**config.mk**
```make
export PLATFORM = sky130hd
export DESIGN_NAME = epnm_vote
export DESIGN_NICKNAME = d
export VERILOG_FILES = /design/src/rtl/epnm_pkg.sv /design/src/rtl/epnm_vote.sv
export SDC_FILE = /design/constraint.sdc
export NUM_CORES = 2
export LEC_CHECK = 0
export BUFFER_PORTS_ARGS = -buffer_cell sky130_fd_sc_hd__buf_2
export CORE_MARGIN = 2
export CORE_UTILIZATION = 38
export CTS_BUF_LIST = sky130_fd_sc_hd__clkbuf_8
export CTS_CLUSTER_DIAMETER = 60
export DETAILED_ROUTE_END_ITERATION = 16
export HOLD_SLACK_MARGIN = 0.1
export PLACE_DENSITY = 0.59
export SYNTH_ARGS = -nofsm -noshare
export SYNTH_HDL_FRONTEND = slang
export SYNTH_SLANG_ARGS = --single-unit
```
**constraint.sdc**
```tcl
create_clock -name clock -period 20.1 [get_ports clock]
set_clock_uncertainty 0.15 [all_clocks]
set_input_delay 3.015 -clock clock [delete_from_list [all_inputs] [get_ports clock]]
set_output_delay 3.015 -clock clock [all_outputs]
set_load 0.005 [all_outputs]
```
**src/rtl/epnm_pkg.sv**
```systemverilog
`default_nettype none
package epnm_pkg;

   // Score and yaw constants.
   localparam int SCORE_W        = 20;
   localparam int SCORE_BIT_W    = 5;
   localparam int YAW_LIMIT      = 99;
   localparam int YAW_SLOTS      = 2 * YAW_LIMIT + 1;
   localparam int YIDX_W         = 8;
   localparam logic [SCORE_W-1:0] MISMATCH_SCORE = 20'd1000000;

   typedef enum logic [1:0] {
      OP_CLEAR  = 2'd0,
      OP_APPEND = 2'd1,
      OP_QUERY  = 2'd2,
      OP_NOP    = 2'd3
   } op_type;

   typedef enum logic [1:0] {
      ST_OK    = 2'd0,
      ST_FULL  = 2'd1,
      ST_EMPTY = 2'd2,
      ST_RANK  = 2'd3
   } status_type;

   typedef enum logic [2:0] {
      S_IDLE,
      S_BISECT,
      S_BDRAIN,
      S_BSTEP,
      S_VOTE,
      S_VDRAIN,
      S_VWAIT,
      S_FINISH
   } state_type;

   typedef struct packed {
      op_type            opcode;
      logic [11:0]       eye_left;
      logic [11:0]       eye_right;
      logic signed [7:0] label_yaw;
   } req_type;

   typedef struct packed {
      status_type        status;
      logic signed [7:0] yaw_estimate;
      logic [19:0]       chosen_score;
      logic [8:0]        vote_count;
      logic [8:0]        entry_count;
   } rsp_type;

endpackage
`default_nettype wire

```
**src/rtl/epnm_vote.sv**
```systemverilog
`default_nettype none
module epnm_vote #(
   parameter int CNT_W = 9
) (
   input  wire logic                        clock,
   input  wire logic                        reset,
   input  wire logic                        clear,
   input  wire logic                        hit,
   input  wire logic [epnm_pkg::YIDX_W-1:0] hit_idx,
   output logic      [CNT_W-1:0]            best_cnt,
   output logic      [epnm_pkg::YIDX_W-1:0] best_idx
);
   import epnm_pkg::*;

   logic [CNT_W-1:0]  hist [YAW_SLOTS];
   logic [YAW_SLOTS-1:0] seen_ff;
   logic [CNT_W-1:0]  rd_q_ff;
   logic              rd_seen_ff;
   logic              hit1_ff;
   logic [YIDX_W-1:0] idx1_ff;
   logic              fwd_vld_ff;
   logic [YIDX_W-1:0] fwd_idx_ff;
   logic [CNT_W-1:0]  fwd_val_ff;
   logic [CNT_W-1:0]  best_cnt_ff;
   logic [YIDX_W-1:0] best_idx_ff;
   logic [CNT_W-1:0]  old_cnt;
   logic [CNT_W-1:0]  new_cnt;

   // Stage two: pick the forwarded count when the previous item wrote the same slot.
   always_comb begin
      if (fwd_vld_ff && (fwd_idx_ff == idx1_ff)) begin
         old_cnt = fwd_val_ff;
      end else if (rd_seen_ff) begin
         old_cnt = rd_q_ff;
      end else begin
         old_cnt = '0;
      end
      new_cnt = old_cnt + CNT_W'(1);
   end

   // Histogram memory: read in stage one, write back in stage two.
   always_ff @(posedge clock) begin
      rd_q_ff    <= hist[hit_idx];
      rd_seen_ff <= seen_ff[hit_idx];
      idx1_ff    <= hit_idx;
      if (hit1_ff) begin
         hist[idx1_ff] <= new_cnt;
      end
      fwd_idx_ff <= idx1_ff;
      fwd_val_ff <= new_cnt;
   end

   // Control state: slot valid bits, pipeline flags and the running winner.
   always_ff @(posedge clock) begin
      if (reset || clear) begin
         seen_ff     <= '0;
         hit1_ff     <= 1'b0;
         fwd_vld_ff  <= 1'b0;
         best_cnt_ff <= '0;
         best_idx_ff <= '0;
      end else begin
         hit1_ff    <= hit;
         fwd_vld_ff <= hit1_ff;
         if (hit1_ff) begin
            seen_ff[idx1_ff] <= 1'b1;
            if ((new_cnt > best_cnt_ff) ||
                ((new_cnt == best_cnt_ff) && (idx1_ff < best_idx_ff))) begin
               best_cnt_ff <= new_cnt;
               best_idx_ff <= idx1_ff;
            end
         end
      end
   end

   assign best_cnt = best_cnt_ff;
   assign best_idx = best_idx_ff;

endmodule
`default_nettype wire

```
Word-level counts from Yosys, hierarchy flattened
Memories as Yosys holds them, arrays and structs flattened. A register that Yosys moved wholly into a read port is not among the register bits.
Cells that the tools add are included.
Widths: inputs -> output; s select.
{"block": "op_classes", "add_sub_neg": 1, "order_cmp": 5, "n_eq_ne": 2, "n_mux": 8, "bitwise_logic": 1, "reduce_logical": 6}
{"op": "$or 199x199->199", "n": 1}
{"op": "$lt 8x9->1 const B", "n": 2}
{"op": "$mux 9", "n": 2}
{"op": "$add 9x1->9 const B", "n": 1}
{"op": "$eq 9x9->1", "n": 1}
{"op": "$gt 9x9->1", "n": 1}
{"op": "$bmux 1 s8", "n": 1}
{"op": "$demux 1 s8", "n": 1}
{"op": "$eq 8x8->1", "n": 1}
{"op": "$ge 8x1->1 const B", "n": 1}
{"op": "$lt 8x8->1", "n": 1}
{"op": "$mux 1", "n": 4}
{"op": "$logic_and 1x1->1", "n": 3}
{"op": "$logic_or 1x1->1", "n": 2}
{"op": "$reduce_and 2->1", "n": 1}
{"block": "word_totals", "register_bits": 244, "ram_bits": 1791, "out_inout_bits": 17, "elab_cells": 33, "n_memories": 1}
{"name": "hist", "words": 199, "width": 9, "read_ports": 1, "rd_clocked_by_memory_dff": 1, "write_ports": 1, "line_no": "epnm_vote.sv:15", "source": "logic [CNT_W-1:0] hist [YAW_SLOTS];"}

Depth between registers and ports, before layout
{"block": "depth", "ltp_word": 8, "mapped_depth": 23, "ltp_nobuf": 20}

Least setup slack after synthesis
Ideal clock, no wire load.
{"block": "synth_timing", "path_kind": "register -> register", "startpoint": "register idx1_ff[1]", "endpoint": "register best_cnt_ff[5], in the netlist best_cnt[5]", "setup_time_ns": 0.109, "arrival_time_ns": 16.008, "required_ns": 19.841, "slack_ns": 3.834, "path_stages_with_launch": 19, "n_path_buf": 3, "cell_sequence": "dfxtp_1 clkbuf_1 xnor2_1 nand3_1 nor3_4 buf_2 nor2_1 a21oi_1 inv_1 ha_1 xnor2_1 ha_1 o21ai_0 o21bai_1 a31oi_1 or4_1 clkbuf_1 nor2_1 a211oi_1"}
{"block": "synth_between", "elab_chain_len": 8}
{"item": "from (decl)", "line_no": "epnm_vote.sv:20", "source": "logic [YIDX_W-1:0] idx1_ff;"}
{"item": "from (signal assigned)", "line_no": "epnm_vote.sv:45", "source": "idx1_ff <= hit_idx;"}
{"item": "$eq 8x8->1 *", "line_no": "epnm_vote.sv:31", "source": "if (fwd_vld_ff && (fwd_idx_ff == idx1_ff)) begin"}
{"item": "$logic_and 1x1->1 *", "line_no": "epnm_vote.sv:31"}
{"item": "$mux 9 *", "line_no": "epnm_vote.sv:31"}
{"item": "$add 9x1->9 *", "line_no": "epnm_vote.sv:38", "source": "new_cnt = old_cnt + CNT_W'(1);"}
{"item": "net new_cnt[0]", "line_no": "epnm_vote.sv:27", "source": "logic [CNT_W-1:0] new_cnt;"}
{"item": "branches (longest 2 deep; another with $gt 9x9->1)"}
{"item": "$logic_or 1x1->1 *", "line_no": "epnm_vote.sv:66", "source": "if ((new_cnt > best_cnt_ff) ||"}
{"item": "$reduce_and 2->1 (no line) *"}
{"item": "to (signal assigned)", "line_no": "epnm_vote.sv:68", "source": "best_cnt_ff <= new_cnt;"}
{"item": "to (decl)", "line_no": "epnm_vote.sv:24", "source": "logic [CNT_W-1:0] best_cnt_ff;"}
Mark *: on every way through the listed nets, which the timed path passes.
A chain may end at the register's enable or synchronous reset.

==> run metrics <==
endpoint class of the critical path register; relative slew slack 4.353%; first-pass GRT wire length 311,400 um; via count 42,090; Post-synth EDFFs 1,791; cts bufs inserted 338; die extent in x 460.6 um; Root Buffer clkbuf_8; Worst EP required 20,930 ps; Max-Cap Viols 0; GRT overflow 0; cell mode on critical path buf_4; worst vdd rail ir drop 0.07419 mV; worst skew pair latency 1060 ps; cell family with most CP delay compound AO/OA/AOI/OAI gates; buffers plus inverters on the worst setup path 4; Reg clk slew, reported paths 60 ps; area growth from synthesis to layout 12.22%; Pre-antenna DRT Iters 7; post-synthesis sequential area ratio 74.26%; crit share post-route 36.43%; vias in the first global route 41,580; number of cell rows 167; Fmax achieved 0.1366 GHz; final worst slack 12,780 ps; Total Nets Final 4,423; Synthesized Nets 4,185; Critical Path AT 8150 ps; IO Port Bufs 28; cts hold-fix bufs 0; Post-DP Area 0.08252 mm^2; Synth cell types 67; Hold Vio Cnt, Final 0; Die Height 460.6 um; critical path startpoint category primary input; worst-margin pin slew 1399 ps; Max Slew Vio Count 0; CTS tree yes; drc violations 0; layout cells sized above 1 23.81%; total power 8.686 mW; post-route ant nets 0; Post-CTS Setup Bufs 0; worst hold path class register to register; worst-path maximum fanout 71; Synth Flop Type edfxtp_1; Pwr per Cell Area 97.68 mW/mm^2; leakage 28.75 nW; initial core utilization 38.23%; clk buf depth 4; Synth Instances 4,156; CTS resizes 0; core footprint 0.2073 mm^2; Final HPWL DP 129,000 um; commonest non-fill, non-tap cell in the layout edfxtp_1; commonest non-fill, non-tap cells in the layout 1,791 x edfxtp_1, 456 x mux4_2, 409 x nor2_1, 392 x clkbuf_8, 253 x dfxtp_1; slowest stage cell, crit path a2111oi_0; Syn Std Cell Area 0.07924 mm^2; CP cell instances buf_8 > buf_4 > buf_4 > mux4_2 > mux2i_1 > o31ai_1 > nor4_2 > buf_4 > a2111oi_0 > o31a_1; fraction of registers with async set/reset 0%; routability cong. 0.8300; Worst Reg2Reg Path Length in Cells 19; cell count along the critical path 10; Yosys reg bits 2,044; Syn Area/Cell 19.07 um^2; initial antenna violation count 5; H-tree levels 5; worst hold margin 307.9 ps; Final Critical Period 7323 ps; initial drt markers 5,025; Post-Layout Inst Area 0.08893 mm^2; RSZ-0062 raised after global routing no; IO Pins 29; CP max stage delay 1090 ps; largest net degree at the start of global routing 202; Setup TNS 0 ps; worst hold path depth 1; critical setup path kind primary input to register; final wirelength 219,800 um; post-DR vias/cell 5.650; Placement Setup Slack 11,780 ps; drt wl/cell 29.51 um; final setup vio count 0; clock sinks 2,044; YS warnings 0; status finished, final reports clean; Global Route Usage Sum 20.56%; die area 0.2122 mm^2
[registers in the layout (all words and copies together), names as in the netlist]
name / flops
hist: 1791
seen_ff: 199
best_cnt: 9
fwd_val_ff: 9
rd_q_ff: 9
best_idx: 8
fwd_idx_ff: 8
idx1_ff: 8
fwd_vld_ff: 1
hit1_ff: 1
rd_seen_ff: 1
[routing by layer]
layer	wire, um	GRT usage (%)
met5	15	0
met4	7410	7.042
met3	18610	4.347
met2	103100	32.12
met1	90620	28.60
[cell usage after synthesis (41+ instances only)]
library cell	n	area, um^2
buf_2	59	295.3
nor2_1	413	1550
nand3_1	56	280.3
a22oi_1	55	412.9
mux2i_1	115	1151
a21oi_1	58	290.3
a211oi_1	43	322.8
nor2b_1	41	256.5
dfxtp_1	253	5065
o22ai_1	48	300.3
o21ai_0	42	210.2
mux4_2	456	10270
o21a_1	125	938.4
clkbuf_1	101	379.1
edfxtp_1	1791	53780
nand2_1	104	390.4
[path summary, 6_finish.rpt]
kind | start | endpoint | slack [ps]
worst max-delay path | hit_idx[1] | rd_q_ff[7] | 12780
worst min-delay path | seen_ff[41] | seen_ff[41] | 310
worst max register to register | idx1_ff[3] | best_idx[2] | 13580
worst min register to register | seen_ff[41] | seen_ff[41] | 310
[through the flow]
| stage | std cells | util, % |
|---|---|---|
| 4_1_cts | 7445 | 42.90 |
| 6_report | 7449 | 42.90 |
| 5_1_grt | 7447 | 42.90 |
| 3_3_place_gp | 6842 | 39.81 |
| 2_1_floorplan | 4156 | - |
| 3_5_place_dp | 6842 | 39.81 |
[where the power goes]
group	switching [mW]	internal, mW
combinational	0.362	0.139
clock	1.64	1.84
sequential	0.0146	4.70
[cells by family after synthesis]
group           Yosys count  synth area share, %
simple gates            729                4.015
mux                     604                15.05
flops                  2044                74.26
fa+ha+maj                17               0.2684
buf+inv                 272                2.043
xor+xnor                 18               0.1990
compound gates          472                4.158
[layout make-up]
type                       count  area [um^2]
timing repair buffer         145         1139
fill                       18190       118400
inverter                      25        98.84
antenna                        4        10.01
tap                         2788         3488
clock buffer                 392         5395
sequential                  2044        58850
multi-input combinational   1840        18950
clock inverter               211        998.5
Note: power is estimated with default switching activity, not from simulation.
